File: config.mk
export PLATFORM = sky130hd
export DESIGN_NAME = msb_first_token_bit_packer
export DESIGN_NICKNAME = d
export VERILOG_FILES = /design/src/rtl/core/mtbp_pkg.sv /design/src/rtl/core/mtbp_front.sv /design/src/rtl/core/mtbp_queue.sv /design/src/rtl/core/mtbp_back.sv /design/src/rtl/core/msb_first_token_bit_packer.sv
export SDC_FILE = /design/constraint.sdc
export NUM_CORES = 1
export LEC_CHECK = 0
export BUFFER_PORTS_ARGS = -buffer_cell sky130_fd_sc_hd__buf_2
export CORE_MARGIN = 2
export CORE_UTILIZATION = 65
export CTS_BUF_LIST = sky130_fd_sc_hd__clkbuf_4 sky130_fd_sc_hd__clkbuf_8
export DETAILED_ROUTE_END_ITERATION = 7
export PLACE_DENSITY = 0.84
export SKIP_LAST_GASP = 1
export SYNTH_ARGS = -nofsm -noshare
export SYNTH_HDL_FRONTEND = slang
export SYNTH_SLANG_ARGS = --single-unit
File: constraint.sdc
create_clock -name i_clk -period 16 [get_ports i_clk]
set_clock_uncertainty 0.1 [all_clocks]
set_input_delay 3.2 -clock i_clk [delete_from_list [all_inputs] [get_ports i_clk]]
set_output_delay 3.2 -clock i_clk [all_outputs]
set_load 0.02 [all_outputs]
File: src/rtl/core/mtbp_pkg.sv
// shared types and constants of the msb-first token bit packer
// no dependencies; every other file of the block imports it
package mtbp_pkg;

    localparam int TOKEN_W     = 64;
    localparam int WIDTH_W     = 7;
    localparam int LIMIT_W     = 16;
    localparam int BITS_W      = 19;
    localparam int PART_W      = 7;
    localparam int STREAM_W    = TOKEN_W + PART_W;
    localparam int NBITS_W     = 7;
    localparam int RESULTS_W   = 4;
    localparam int CFG_DATA_W  = 16;
    localparam int QUEUE_DEPTH_DFLT = 2;

    localparam logic [WIDTH_W-1:0] TOKEN_WIDTH_MAX   = 7'd64;
    localparam logic [WIDTH_W-1:0] TOKEN_WIDTH_RESET = 7'd8;
    localparam logic [LIMIT_W-1:0] BYTE_LIMIT_RESET  = 16'hFFFF;

    typedef enum logic [0:0] {
        CFG_TOKEN_WIDTH = 1'b0,
        CFG_BYTE_LIMIT  = 1'b1
    } t_cfg_idx;

    typedef struct packed {
        logic [WIDTH_W-1:0] token_width;
        logic [LIMIT_W-1:0] byte_limit;
    } t_cfg;

    typedef struct packed {
        logic [TOKEN_W-1:0] token_value;
        logic               last_token;
    } t_in;

    typedef struct packed {
        logic [7:0]        byte_value;
        logic              byte_valid;
        logic              end_of_packet;
        logic [BITS_W-1:0] total_bits;
        logic              truncated;
    } t_out;

    // one classified token: its bit stream right aligned plus bookkeeping
    typedef struct packed {
        logic [STREAM_W-1:0]  stream;
        logic [NBITS_W-1:0]   nbits;
        logic [RESULTS_W-1:0] count;
        logic                 last;
        logic [BITS_W-1:0]    base;
        logic                 trunc;
    } t_job;

endpackage

File: src/rtl/core/mtbp_front.sv
// front end: accepts tokens, applies width and byte limit, builds jobs
// depends on mtbp_pkg
module mtbp_front (
    input  logic            i_clk,
    input  logic            i_rst_n,
    input  mtbp_pkg::t_cfg  i_cfg,
    input  logic            i_valid,
    input  mtbp_pkg::t_in   i_data,
    output logic            o_stall,
    input  logic            i_full,
    output logic            o_push,
    output mtbp_pkg::t_job  o_job
);
    import mtbp_pkg::*;

    logic [PART_W-1:0]    r_partial;
    logic [2:0]           r_pcnt;
    logic [BITS_W-1:0]    r_bit_cnt;
    logic                 r_dropped;

    logic [PART_W-1:0]    n_partial;
    logic [2:0]           n_pcnt;
    logic [BITS_W-1:0]    n_bit_cnt;
    logic                 n_dropped;

    logic [WIDTH_W-1:0]   w;
    logic [BITS_W-1:0]    limit;
    logic [BITS_W-1:0]    room;
    logic [WIDTH_W-1:0]   acc;
    logic [WIDTH_W-1:0]   skip;
    logic [TOKEN_W-1:0]   shifted;
    logic [TOKEN_W-1:0]   mask;
    logic [TOKEN_W-1:0]   acc_bits;
    logic [STREAM_W-1:0]  stream;
    logic [NBITS_W-1:0]   nbits;
    logic [RESULTS_W-1:0] full_bytes;
    logic [RESULTS_W-1:0] count;
    logic                 accept;

    always_comb begin
        w     = (i_cfg.token_width > TOKEN_WIDTH_MAX) ? TOKEN_WIDTH_MAX : i_cfg.token_width;
        limit = {i_cfg.byte_limit, 3'b000};
        room  = (r_bit_cnt >= limit) ? '0 : limit - r_bit_cnt;
        acc   = (room < {{(BITS_W-WIDTH_W){1'b0}}, w}) ? room[WIDTH_W-1:0] : w;
        skip  = w - acc;

        // accepted bits are the top acc bits of the w-bit token
        shifted  = i_data.token_value >> skip;
        mask     = ~({TOKEN_W{1'b1}} << acc);
        acc_bits = shifted & mask;
        stream   = ({{TOKEN_W{1'b0}}, r_partial} << acc) | {{PART_W{1'b0}}, acc_bits};
        nbits    = {{(NBITS_W-3){1'b0}}, r_pcnt} + acc;

        full_bytes = nbits[NBITS_W-1:3];
        if (!i_data.last_token) begin
            count = full_bytes;
        end else if (nbits[2:0] != 3'd0) begin
            count = full_bytes + RESULTS_W'(1);
        end else if (full_bytes != '0) begin
            count = full_bytes;
        end else begin
            count = RESULTS_W'(1);  // end marker
        end

        n_dropped = r_dropped | (acc != w);
        n_pcnt    = nbits[2:0];
        n_partial = stream[PART_W-1:0] & ~({PART_W{1'b1}} << nbits[2:0]);
        n_bit_cnt = r_bit_cnt + {{(BITS_W-WIDTH_W){1'b0}}, acc};
    end

    assign accept  = i_valid && !i_full;
    assign o_stall = i_full;
    assign o_push  = accept && (count != '0);

    assign o_job.stream = stream;
    assign o_job.nbits  = nbits;
    assign o_job.count  = count;
    assign o_job.last   = i_data.last_token;
    assign o_job.base   = r_bit_cnt - {{(BITS_W-3){1'b0}}, r_pcnt};
    assign o_job.trunc  = n_dropped;

    always_ff @(posedge i_clk) begin
        if (!i_rst_n) begin
            r_partial <= '0;
            r_pcnt    <= '0;
            r_bit_cnt <= '0;
            r_dropped <= 1'b0;
        end else if (accept) begin
            if (i_data.last_token) begin
                r_partial <= '0;
                r_pcnt    <= '0;
                r_bit_cnt <= '0;
                r_dropped <= 1'b0;
            end else begin
                r_partial <= n_partial;
                r_pcnt    <= n_pcnt;
                r_bit_cnt <= n_bit_cnt;
                r_dropped <= n_dropped;
            end
        end
    end

endmodule

File: src/rtl/core/mtbp_queue.sv
// short job queue between front and back, head shown ahead
// depends on mtbp_pkg
module mtbp_queue #(
    parameter int DEPTH = mtbp_pkg::QUEUE_DEPTH_DFLT
) (
    input  logic            i_clk,
    input  logic            i_rst_n,
    input  logic            i_push,
    input  mtbp_pkg::t_job  i_job,
    input  logic            i_pop,
    output mtbp_pkg::t_job  o_head,
    output logic            o_full,
    output logic            o_empty
);
    import mtbp_pkg::*;

    localparam int PTR_W = (DEPTH > 1) ? $clog2(DEPTH) : 1;
    localparam int CNT_W = $clog2(DEPTH + 1);

    t_job             r_mem [DEPTH];
    logic [PTR_W-1:0] r_wr;
    logic [PTR_W-1:0] r_rd;
    logic [CNT_W-1:0] r_count;

    assign o_full  = (r_count == CNT_W'(DEPTH));
    assign o_empty = (r_count == '0);
    assign o_head  = r_mem[r_rd];

    always_ff @(posedge i_clk) begin
        if (i_push) begin
            r_mem[r_wr] <= i_job;
        end
    end

    always_ff @(posedge i_clk) begin
        if (!i_rst_n) begin
            r_wr    <= '0;
            r_rd    <= '0;
            r_count <= '0;
        end else begin
            if (i_push) begin
                r_wr <= (r_wr == PTR_W'(DEPTH - 1)) ? '0 : r_wr + PTR_W'(1);
            end
            if (i_pop) begin
                r_rd <= (r_rd == PTR_W'(DEPTH - 1)) ? '0 : r_rd + PTR_W'(1);
            end
            if (i_push && !i_pop) begin
                r_count <= r_count + CNT_W'(1);
            end else if (i_pop && !i_push) begin
                r_count <= r_count - CNT_W'(1);
            end
        end
    end

endmodule

File: src/rtl/core/mtbp_back.sv
// back end: walks the head job one byte a beat into the output register
// depends on mtbp_pkg
module mtbp_back (
    input  logic            i_clk,
    input  logic            i_rst_n,
    input  mtbp_pkg::t_job  i_head,
    input  logic            i_empty,
    output logic            o_pop,
    output logic            o_valid,
    output mtbp_pkg::t_out  o_data,
    input  logic            i_stall
);
    import mtbp_pkg::*;

    logic                 r_valid;
    t_out                 r_data;
    logic [RESULTS_W-1:0] r_k;

    logic                       load;
    logic                       last_res;
    logic [NBITS_W-1:0]         eight_k;
    logic [NBITS_W-1:0]         rem;
    logic [NBITS_W-1:0]         upto;
    logic [NBITS_W-1:0]         consumed;
    logic [STREAM_W+8-1:0]      ext;
    t_out                       n_data;

    always_comb begin
        load     = !i_empty && (!r_valid || !i_stall);
        last_res = (r_k == i_head.count - RESULTS_W'(1));
        eight_k  = NBITS_W'({r_k, 3'b000});
        rem      = i_head.nbits - eight_k;
        // padding zeros below the stream fill a short final byte
        ext      = {i_head.stream, 8'h00};
        upto     = eight_k + NBITS_W'(8);
        consumed = (upto < i_head.nbits) ? upto : i_head.nbits;

        n_data.byte_value    = ext[rem +: 8];
        n_data.byte_valid    = (i_head.nbits != '0);
        n_data.end_of_packet = i_head.last && last_res;
        n_data.total_bits    = i_head.base + {{(BITS_W-NBITS_W){1'b0}}, consumed};
        n_data.truncated     = i_head.trunc;
    end

    assign o_pop   = load && last_res;
    assign o_valid = r_valid;
    assign o_data  = r_data;

    always_ff @(posedge i_clk) begin
        if (!i_rst_n) begin
            r_valid <= 1'b0;
            r_k     <= '0;
        end else if (load) begin
            r_valid <= 1'b1;
            r_k     <= last_res ? '0 : r_k + RESULTS_W'(1);
        end else if (!i_stall) begin
            r_valid <= 1'b0;
        end
    end

    always_ff @(posedge i_clk) begin
        if (load) begin
            r_data <= n_data;
        end
    end

endmodule

File: src/rtl/core/msb_first_token_bit_packer.sv
// top level of the msb-first token bit packer: config registers and wiring
// depends on mtbp_pkg, mtbp_front, mtbp_queue, mtbp_back
//
// input channel: i_valid / o_stall / i_data carry one token a beat; the low
// token_width bits are appended msb first to the packet's byte stream.
// output channel: o_valid / i_stall / o_data carry one result a beat: a
// finished byte, the zero padded final byte, or an end marker.
// config channel: i_cfg_valid / o_cfg_ready (always high) write token_width
// or byte_limit by index; write only while the block is idle.
// the first result of a token passes through the job queue and then the output
// register. a token yields up to nine results (a 64-bit last token); the back
// end emits one byte per cycle while a job is waiting and the receiver does
// not stall; the front takes a token every cycle while the job queue has room.
// a stalled receiver holds the output register; the queue fills and then
// o_stall rises. synchronous reset empties the queue, clears the packet
// state and returns token_width to 8 and byte_limit to 65535.
module msb_first_token_bit_packer #(
    parameter int QUEUE_DEPTH = mtbp_pkg::QUEUE_DEPTH_DFLT
) (
    input  logic                                i_clk,
    input  logic                                i_rst_n,
    input  logic                                i_valid,
    input  mtbp_pkg::t_in                       i_data,
    output logic                                o_stall,
    output logic                                o_valid,
    output mtbp_pkg::t_out                      o_data,
    input  logic                                i_stall,
    input  logic                                i_cfg_valid,
    input  mtbp_pkg::t_cfg_idx                  i_cfg_index,
    input  logic [mtbp_pkg::CFG_DATA_W-1:0]     i_cfg_data,
    output logic                                o_cfg_ready
);
    import mtbp_pkg::*;

    t_cfg r_cfg;
    t_job job;
    t_job head;
    logic push;
    logic pop;
    logic full;
    logic empty;

    assign o_cfg_ready = 1'b1;

    always_ff @(posedge i_clk) begin
        if (!i_rst_n) begin
            r_cfg.token_width <= TOKEN_WIDTH_RESET;
            r_cfg.byte_limit  <= BYTE_LIMIT_RESET;
        end else if (i_cfg_valid && o_cfg_ready) begin
            unique case (i_cfg_index)
                CFG_TOKEN_WIDTH: r_cfg.token_width <= i_cfg_data[WIDTH_W-1:0];
                CFG_BYTE_LIMIT:  r_cfg.byte_limit  <= i_cfg_data[LIMIT_W-1:0];
                default: ;
            endcase
        end
    end

    mtbp_front u_front (
        .i_clk   (i_clk),
        .i_rst_n (i_rst_n),
        .i_cfg   (r_cfg),
        .i_valid (i_valid),
        .i_data  (i_data),
        .o_stall (o_stall),
        .i_full  (full),
        .o_push  (push),
        .o_job   (job)
    );

    mtbp_queue #(
        .DEPTH (QUEUE_DEPTH)
    ) u_queue (
        .i_clk   (i_clk),
        .i_rst_n (i_rst_n),
        .i_push  (push),
        .i_job   (job),
        .i_pop   (pop),
        .o_head  (head),
        .o_full  (full),
        .o_empty (empty)
    );

    mtbp_back u_back (
        .i_clk   (i_clk),
        .i_rst_n (i_rst_n),
        .i_head  (head),
        .i_empty (empty),
        .o_pop   (pop),
        .o_valid (o_valid),
        .o_data  (o_data),
        .i_stall (i_stall)
    );

endmodule

==> results.md, run 1 <==
* Status: finished, final reports clean
* Total GRT Usage at 37.6%
* Gate Count Post-Synth at 2448
* Synthesis-to-finish area growth at 7.55%
* Largest net degree at the start of global routing at 110
* Post-synthesis cell type count at 95
* CORE AREA at 0.0354 sq mm
* #FFs+latches synth at 299
* GP Congestion at 1.03
* Final TNS setup at 0 ns
* Power per cell area at 159 mW/mm^2
* CTS tree: built
* DIE WIDTH at 193 um
* Detailed-route DRC error count at 0
* CTS Buf Count at 47
* First-pass GRT wire length at 108 mm
* Antenna cell count at 0
* Met2 usage at 58.0%
* IO Pins at 120
* Peak Freq at 101 MHz
* Final min period at 9.93 ns
* Total grt overflow at 0
* Post-CTS Setup Repair Bufs at 0
* Vias in the first global route at 18800
* GRT busiest layer: met2
* Mapped Area at 0.0232 sq mm
* Syn_nets at 2601
* Largest stage delay, worst path at 0.94 ns
* H-tree Lvls at 2
* RSZ-0062 raised after global routing: no
* Sequential area share after synthesis at 35.9%
* Ys Warns at 0
* Clock sink count at 299
* Fin nets at 2630
* IO buf count at 118
* Vias per cell at 6.79
* Post_cts resized at 0
* Critical Path End Type: register
* Met1 Use GR at 53.9%
* Row Count at 69
* Slew HR at 22.5%
* Hold Path Class: reg -> reg
* Global-route track usage on met3 at 6.05%
* Starting Density at 65.7%
* Mapped Avg Cell Area at 9.49 sq um
* Slew Limit Fails at 0
* Final worst path period share at 62.1%
* Maximum VDD drop at 0.148 mV
* Max-cap viol count at 0
* Starting DRC count in detailed routing at 2227
* Synth Flop Type: edfxtp_1
* Post-DP HPWL at 52.4 mm
* Die footprint at 0.0373 sq mm
* EDFF count, synth at 236
* Max FO, Critical Path at 65
* Final hold vios at 0
* Critical path's slowest cell: nor2b_4
* Antenna violations before repair at 0
* Clk Latency, worst-skew pair at 0.62 ns
* CTS Buffer Depth at 3
* Crit path top cell by count: a21oi_1
* Worst setup SP type: register
* Die Y at 193 um
* Leakage at 0.00955 uW
* Detailed Routing Iterations Pass 1 at 6
* Clock tree root buffer cell: clkbuf_8
* DR vias at 20200
* CTS Hold Bufs at 0
* Post-DR wirelength/cell at 23.6 um
* Routed WL at 70.3 mm
* Design Power at 3960 uW
* Clock transition at path regs at 0.06 ns
* Final ANT Viol Nets at 0
* CP arrival at 10.01 ns
* Ys async rst share at 0%
* Worst Tran Pin Value at 1.15 ns
* Critical path class: reg -> reg
* Final Setup Violations at 0
* Worst Path Required at 16.08 ns
* Fraction of layout cells with a size suffix above 1 at 17.5%
## state kept, by name, indices dropped and copies added, names as in the netlist, named ones only
signal	cells
u_front.r_partial	7
u_front.r_pcnt	3
r_cfg	23
u_back.r_k	4
u_back.o_valid	1
u_front.r_dropped	1
u_queue.r_wr	1
u_queue.r_rd	1
u_queue.r_count	2
u_front.r_bit_cnt	19
u_back.o_data	30
u_queue.r_mem	206
## worst paths after layout
kind                    startpoint                   end  slack [ns]  cells past startpoint
max          u_front.r_bit_cnt[10]  u_queue.r_mem[0][79]        6.07                     29
min                      r_cfg[13]             r_cfg[13]        0.37                      2
max reg2reg  u_front.r_bit_cnt[10]  u_queue.r_mem[0][79]        6.07                     29
min reg2reg              r_cfg[13]             r_cfg[13]        0.37                      2
## report_power, final
part,leakage (uW),internal [uW],switching (uW)
logic,0.00628,808,1330
clock network,0.000496,343,309
registers,0.00277,1090,84.8
## synth_stat cells (5+ instances only)
master,count,share of area (%)
o221ai_1,17,0.64
o32ai_1,8,0.30
nand4_1,20,0.54
a22oi_1,6,0.19
and2_1,12,0.32
o211ai_1,22,0.71
nand2_1,331,5.3
fa_1,6,0.52
ha_1,60,3.2
a32o_1,7,0.30
nor2_1,200,3.2
a21o_1,12,0.39
and3_1,10,0.27
a32oi_1,9,0.34
nand3b_1,7,0.23
o21a_1,6,0.19
or3_1,12,0.32
nor4_1,9,0.24
xnor2_1,58,2.2
a21oi_1,171,3.7
dfxtp_1,63,5.4
mux2_2,99,4.8
a311o_1,6,0.26
a211oi_1,33,1.1
nand3_1,56,1.2
inv_1,61,0.99
buf_2,27,0.58
o21ai_0,146,3.1
mux2i_1,226,9.7
nand2b_1,20,0.54
o21ai_1,7,0.15
clkbuf_1,107,1.7
o31a_1,6,0.23
xor2_1,23,0.87
nor3_1,35,0.75
mux4_2,76,7.4
or2_2,5,0.13
o22ai_1,48,1.3
buf_1,29,0.47
o21bai_1,6,0.19
a31oi_1,16,0.43
edfxtp_1,236,30
nor2b_1,45,1.2
## final cells by class
cell class	instances	area [sq um]
flip-flops and latches	299	8350
repair buffers	147	808
clock inverters	28	191
clock buffers	60	751
inverters	67	251
well taps	461	577
fillers	2710	10400
multi-input cells	1915	14100
## worst max-delay path: cells and delay by family, from the launching register on
family | cells | cell delay [ns]
XOR/XNOR | 1 | 0.36
adder cells (fa/ha/maj) | 5 | 1.80
flip-flops | 1 | 0.41
AND/OR/NAND/NOR | 8 | 2.68
buffers and inverters | 3 | 1.25
AO/OA/AOI/OAI | 12 | 2.80
## cells in the final DEF (no fill, tap or decap), drive strengths merged, types with 21 or more instances in the layout
master / count
nor2: 202
xor2: 25
nor3: 38
xnor2: 60
nor2b: 45
clkinv: 26
nand2: 331
o211ai: 22
dfxtp: 63
ha: 60
mux4: 76
nand3: 56
clkbuf: 60
inv: 66
a21oi: 171
edfxtp: 236
mux2: 99
nand4: 21
o22ai: 49
mux2i: 227
o21ai: 154
a211oi: 35
buf: 147
## metrics by stage
step                      util [%]  hold WS (ns)  setup WS [ns]  std cells  area, sq um
after floorplan                  -         0.336           4.69       2448        23200
after global placement        68.0         0.357           6.68       2889        24100
after detailed placement      68.0         0.367           6.42       2889        24100
after CTS                     70.6         0.378           6.27       2977        25000
after global routing          70.6         0.398           5.55       2977        25000
final                         70.6         0.374           6.07       2977        25000
## layer usage
layer  vias to the layer above  share of wire [%]
li1                       9187                  -
met1                      9666                 41
met2                      1192                 45
met3                       169                 10
met4                         0                3.7
met5                         -                  0
## cells by family after synthesis
logic type                 after synthesis  share of synthesized area, %
DFF                                    299                          35.9
buffers and inverters                  234                          3.99
muxes                                  402                          22.0
AOI/OAI and AO/OA                      575                          15.8
other                                    1                        0.0161
xor gates and xnor gates                85                          3.33
and+or+nand+nor                        784                          15.2
adders and majority gates               68                          3.83
No activity file was read; power rests on OpenSTA's default activity.
==> run 2, diff against run 1 <==
Clock period 16 ns to 10 ns, I/O delays scaled along.
==> run 2 against run 1 <==
Net effect:
- global-route usage rose by 0.30 points
- cell count rose by 0.13%
- final area rose by 0.31%
- total power rose by 59%
- highest routed layer unchanged
==> results.md, run 2 (synthesis gave the netlist of run 1 again) <==
* Status: finished, final reports clean (unchanged)
* Die footprint at 0.0373 sq mm (unchanged)
* CTS tree: built (unchanged)
* Die Y at 193 um (unchanged)
* Power per cell area at 252 mW/mm^2 (was 159 mW/mm^2)
* Slew Limit Fails at 0 (unchanged)
* Critical path's slowest cell: fa_4 (was nor2b_4)
* Critical Path End Type: register (unchanged)
* Max FO, Critical Path at 37 (was 65)
* Largest net degree at the start of global routing at 104 (was 110)
* Fraction of layout cells with a size suffix above 1 at 18.0% (was 17.5%)
* H-tree Lvls at 2 (unchanged)
* Worst reg2reg path startpoint: u_front.r_bit_cnt[9] (was u_front.r_bit_cnt[10])
* First-pass GRT wire length at 109 mm (was 108 mm)
* Final hold vios at 0 (unchanged)
* Delay-heaviest family, CP: compound AO/OA/AOI/OAI gates (unchanged)
* GP Congestion at 0.979 (was 1.03)
* Hold Path Class: reg -> reg (unchanged)
* Synthesis-to-finish area growth at 7.89% (was 7.55%)
* Starting DRC count in detailed routing at 2710 (was 2227)
* Worst r2r path cells at 30 (was 29)
* Commonest cells after routing, fill and taps aside: nand2_1, edfxtp_1, mux2i_1 (unchanged)
* Post_cts resized at 0 (unchanged)
* DIE WIDTH at 193 um (unchanged)
* Peak Freq at 110 MHz (was 101 MHz)
* Final worst path period share at 90.8% (was 62.1%)
* CTS Buffer Depth at 3 (unchanged)
* IO buf count at 118 (unchanged)
* Multi-input gate area at 0.0141 sq mm (unchanged)
* Post-DR wirelength/cell at 23.8 um (was 23.6 um)
* Largest stage delay, worst path at 1.20 ns (was 0.94 ns)
* Antenna cell count at 0 (unchanged)
* IO Pins at 120 (unchanged)
* Clk Latency, worst-skew pair at 0.61 ns (was 0.62 ns)
* Worst Hold End: r_cfg[4] (was r_cfg[13])
* Fin nets at 2641 (was 2630)
* Worst setup SP type: register (unchanged)
* DR vias at 20500 (was 20200)
* Final ANT Viol Nets at 0 (unchanged)
* RSZ-0062 raised after global routing: no (unchanged)
* Filler Cell Count at 2605 (was 2710)
* Clock sink count at 299 (unchanged)
* Largest register FFs at 206 (unchanged)
* Detailed-route DRC error count at 0 (unchanged)
* Hold WS at 0.379 ns (was 0.374 ns)
* Post-CTS Setup Repair Bufs at 0 (unchanged)
* CTS Buf Count at 46 (was 47)
* Fin util at 70.8% (was 70.6%)
* Detailed Routing Iterations Pass 1 at 8 (was 6)
* Routed WL at 71.1 mm (was 70.3 mm)
* Antenna violations before repair at 1 (was 0)
* Final Setup Violations at 0 (unchanged)
* Critical path class: reg -> reg (unchanged)
* Final TNS setup at 0 ns (unchanged)
* Worst hold path depth at 2 (unchanged)
* Worst path bufs/invs at 4 (was 3)
* Starting Density at 65.7% (unchanged)
* Reg area at 0.00835 sq mm (unchanged)
* CP arrival at 9.23 ns (was 10.01 ns)
* Commonest non-fill, non-tap cell in the layout: nand2_1 (unchanged)
* Clock tree root buffer cell: clkbuf_8 (unchanged)
* Worst Tran Pin Value at 1.22 ns (was 1.15 ns)
* Max-cap viol count at 0 (unchanged)
* Design Power at 6320 uW (was 3960 uW)
* Biggest register: u_queue.r_mem (unchanged)
* Leakage at 0.00960 uW (was 0.00955 uW)
* Clock transition at path regs at 0.07 ns (was 0.06 ns)
* Final min period at 9.08 ns (was 9.93 ns)
* CORE AREA at 0.0354 sq mm (unchanged)
* Maximum VDD drop at 0.219 mV (was 0.148 mV)
* Total grt overflow at 0 (unchanged)
* Slew HR at 18.5% (was 22.5%)
* Vias in the first global route at 19200 (was 18800)
* Hold path startpoint: r_cfg[4] (was r_cfg[13])
* Vias per cell at 6.87 (was 6.79)
* Total GRT Usage at 37.9% (was 37.6%)
* FF-to-FF End: u_queue.r_mem[0][49] (was u_queue.r_mem[0][79])
* Post-DP HPWL at 53.2 mm (was 52.4 mm)
* Worst Path Required at 10.15 ns (was 16.08 ns)
* CTS Hold Bufs at 0 (unchanged)
* Row Count at 69 (unchanged)
* Reg-to-reg slack, setup at 0.92 ns (was 6.07 ns)
-- run 2: cell types whose count changed in the layout (fill, tap and decap cells not counted) --
cell	delta
buf_4	+7
inv_8	-1
buf_12	+5
clkinv_2	+2
clkinv_8	+1
bufinv_16	-2
clkinv_1	-8
-- run 2: stage by stage --
stage / cells / worst slack, ns / area [sq um]
floorplan: 2448 / 0.660 / 23200
global placement: 2901 / 1.31 / 24200
detailed placement: 2901 / 1.19 / 24200
CTS: 2981 / 1.13 / 25100
global route: 2981 / 0.448 / 25100
finish: 2981 / 0.917 / 25100
-- run 2: how the worst max path moves through the flow --
| stage | slack, ns | to | startpoint | cells past startpoint |
|---|---|---|---|---|
| final | 0.92 | u_queue.r_mem[0][49] | u_front.r_bit_cnt[9] | 30 |
| after floorplan | 0.66 | u_queue.r_mem[0][0] | u_front.r_bit_cnt[4] | 31 |
| after global routing | 0.45 | u_queue.r_mem[0][36] | u_front.r_bit_cnt[9] | 29 |
| after global placement | 1.31 | u_queue.r_mem[1][36] | u_front.r_bit_cnt[8] | 29 |
| after CTS | 1.13 | u_queue.r_mem[0][48] | u_front.r_bit_cnt[9] | 27 |
| after detailed placement | 1.19 | u_queue.r_mem[0][49] | u_front.r_bit_cnt[8] | 30 |
-- run 2: metal layers --
| layer | GRT usage (%) | share of wire, % | vias to the layer above |
|---|---|---|---|
| met2 | 59.9 | 46 | 1253 |
| met5 | 0 | 0 | - |
| met4 | 14.0 | 4.0 | 0 |
| met1 | 53.0 | 41 | 9768 |
| li1 | - | - | 9223 |
| met3 | 5.88 | 9.7 | 228 |
-- run 2: power by group --
group | switching [uW] | internal, uW | total, uW | leakage, uW
sequential | 145 | 1740 | 1880 | 0.00277
clock | 490 | 494 | 984 | 0.000464
combinational | 2140 | 1320 | 3460 | 0.00636
total | 2770 | 3550 | 6320 | 0.00960
-- run 2: area by class of cell --
class	instances	area share, %
Clock buffer	60	2.99
Clock inverter	20	0.464
Inverter	67	1.00
Multi-Input combinational cell	1915	56.1
Sequential cell	299	33.3
Tap cell	461	2.30
Timing Repair Buffer	159	3.83
-- run 2: worst min-delay path, stage by stage, from the launching register on --
cell	delay, ns
dfxtp_1	0.32
nand2_1	0.05
nand3_1	0.06
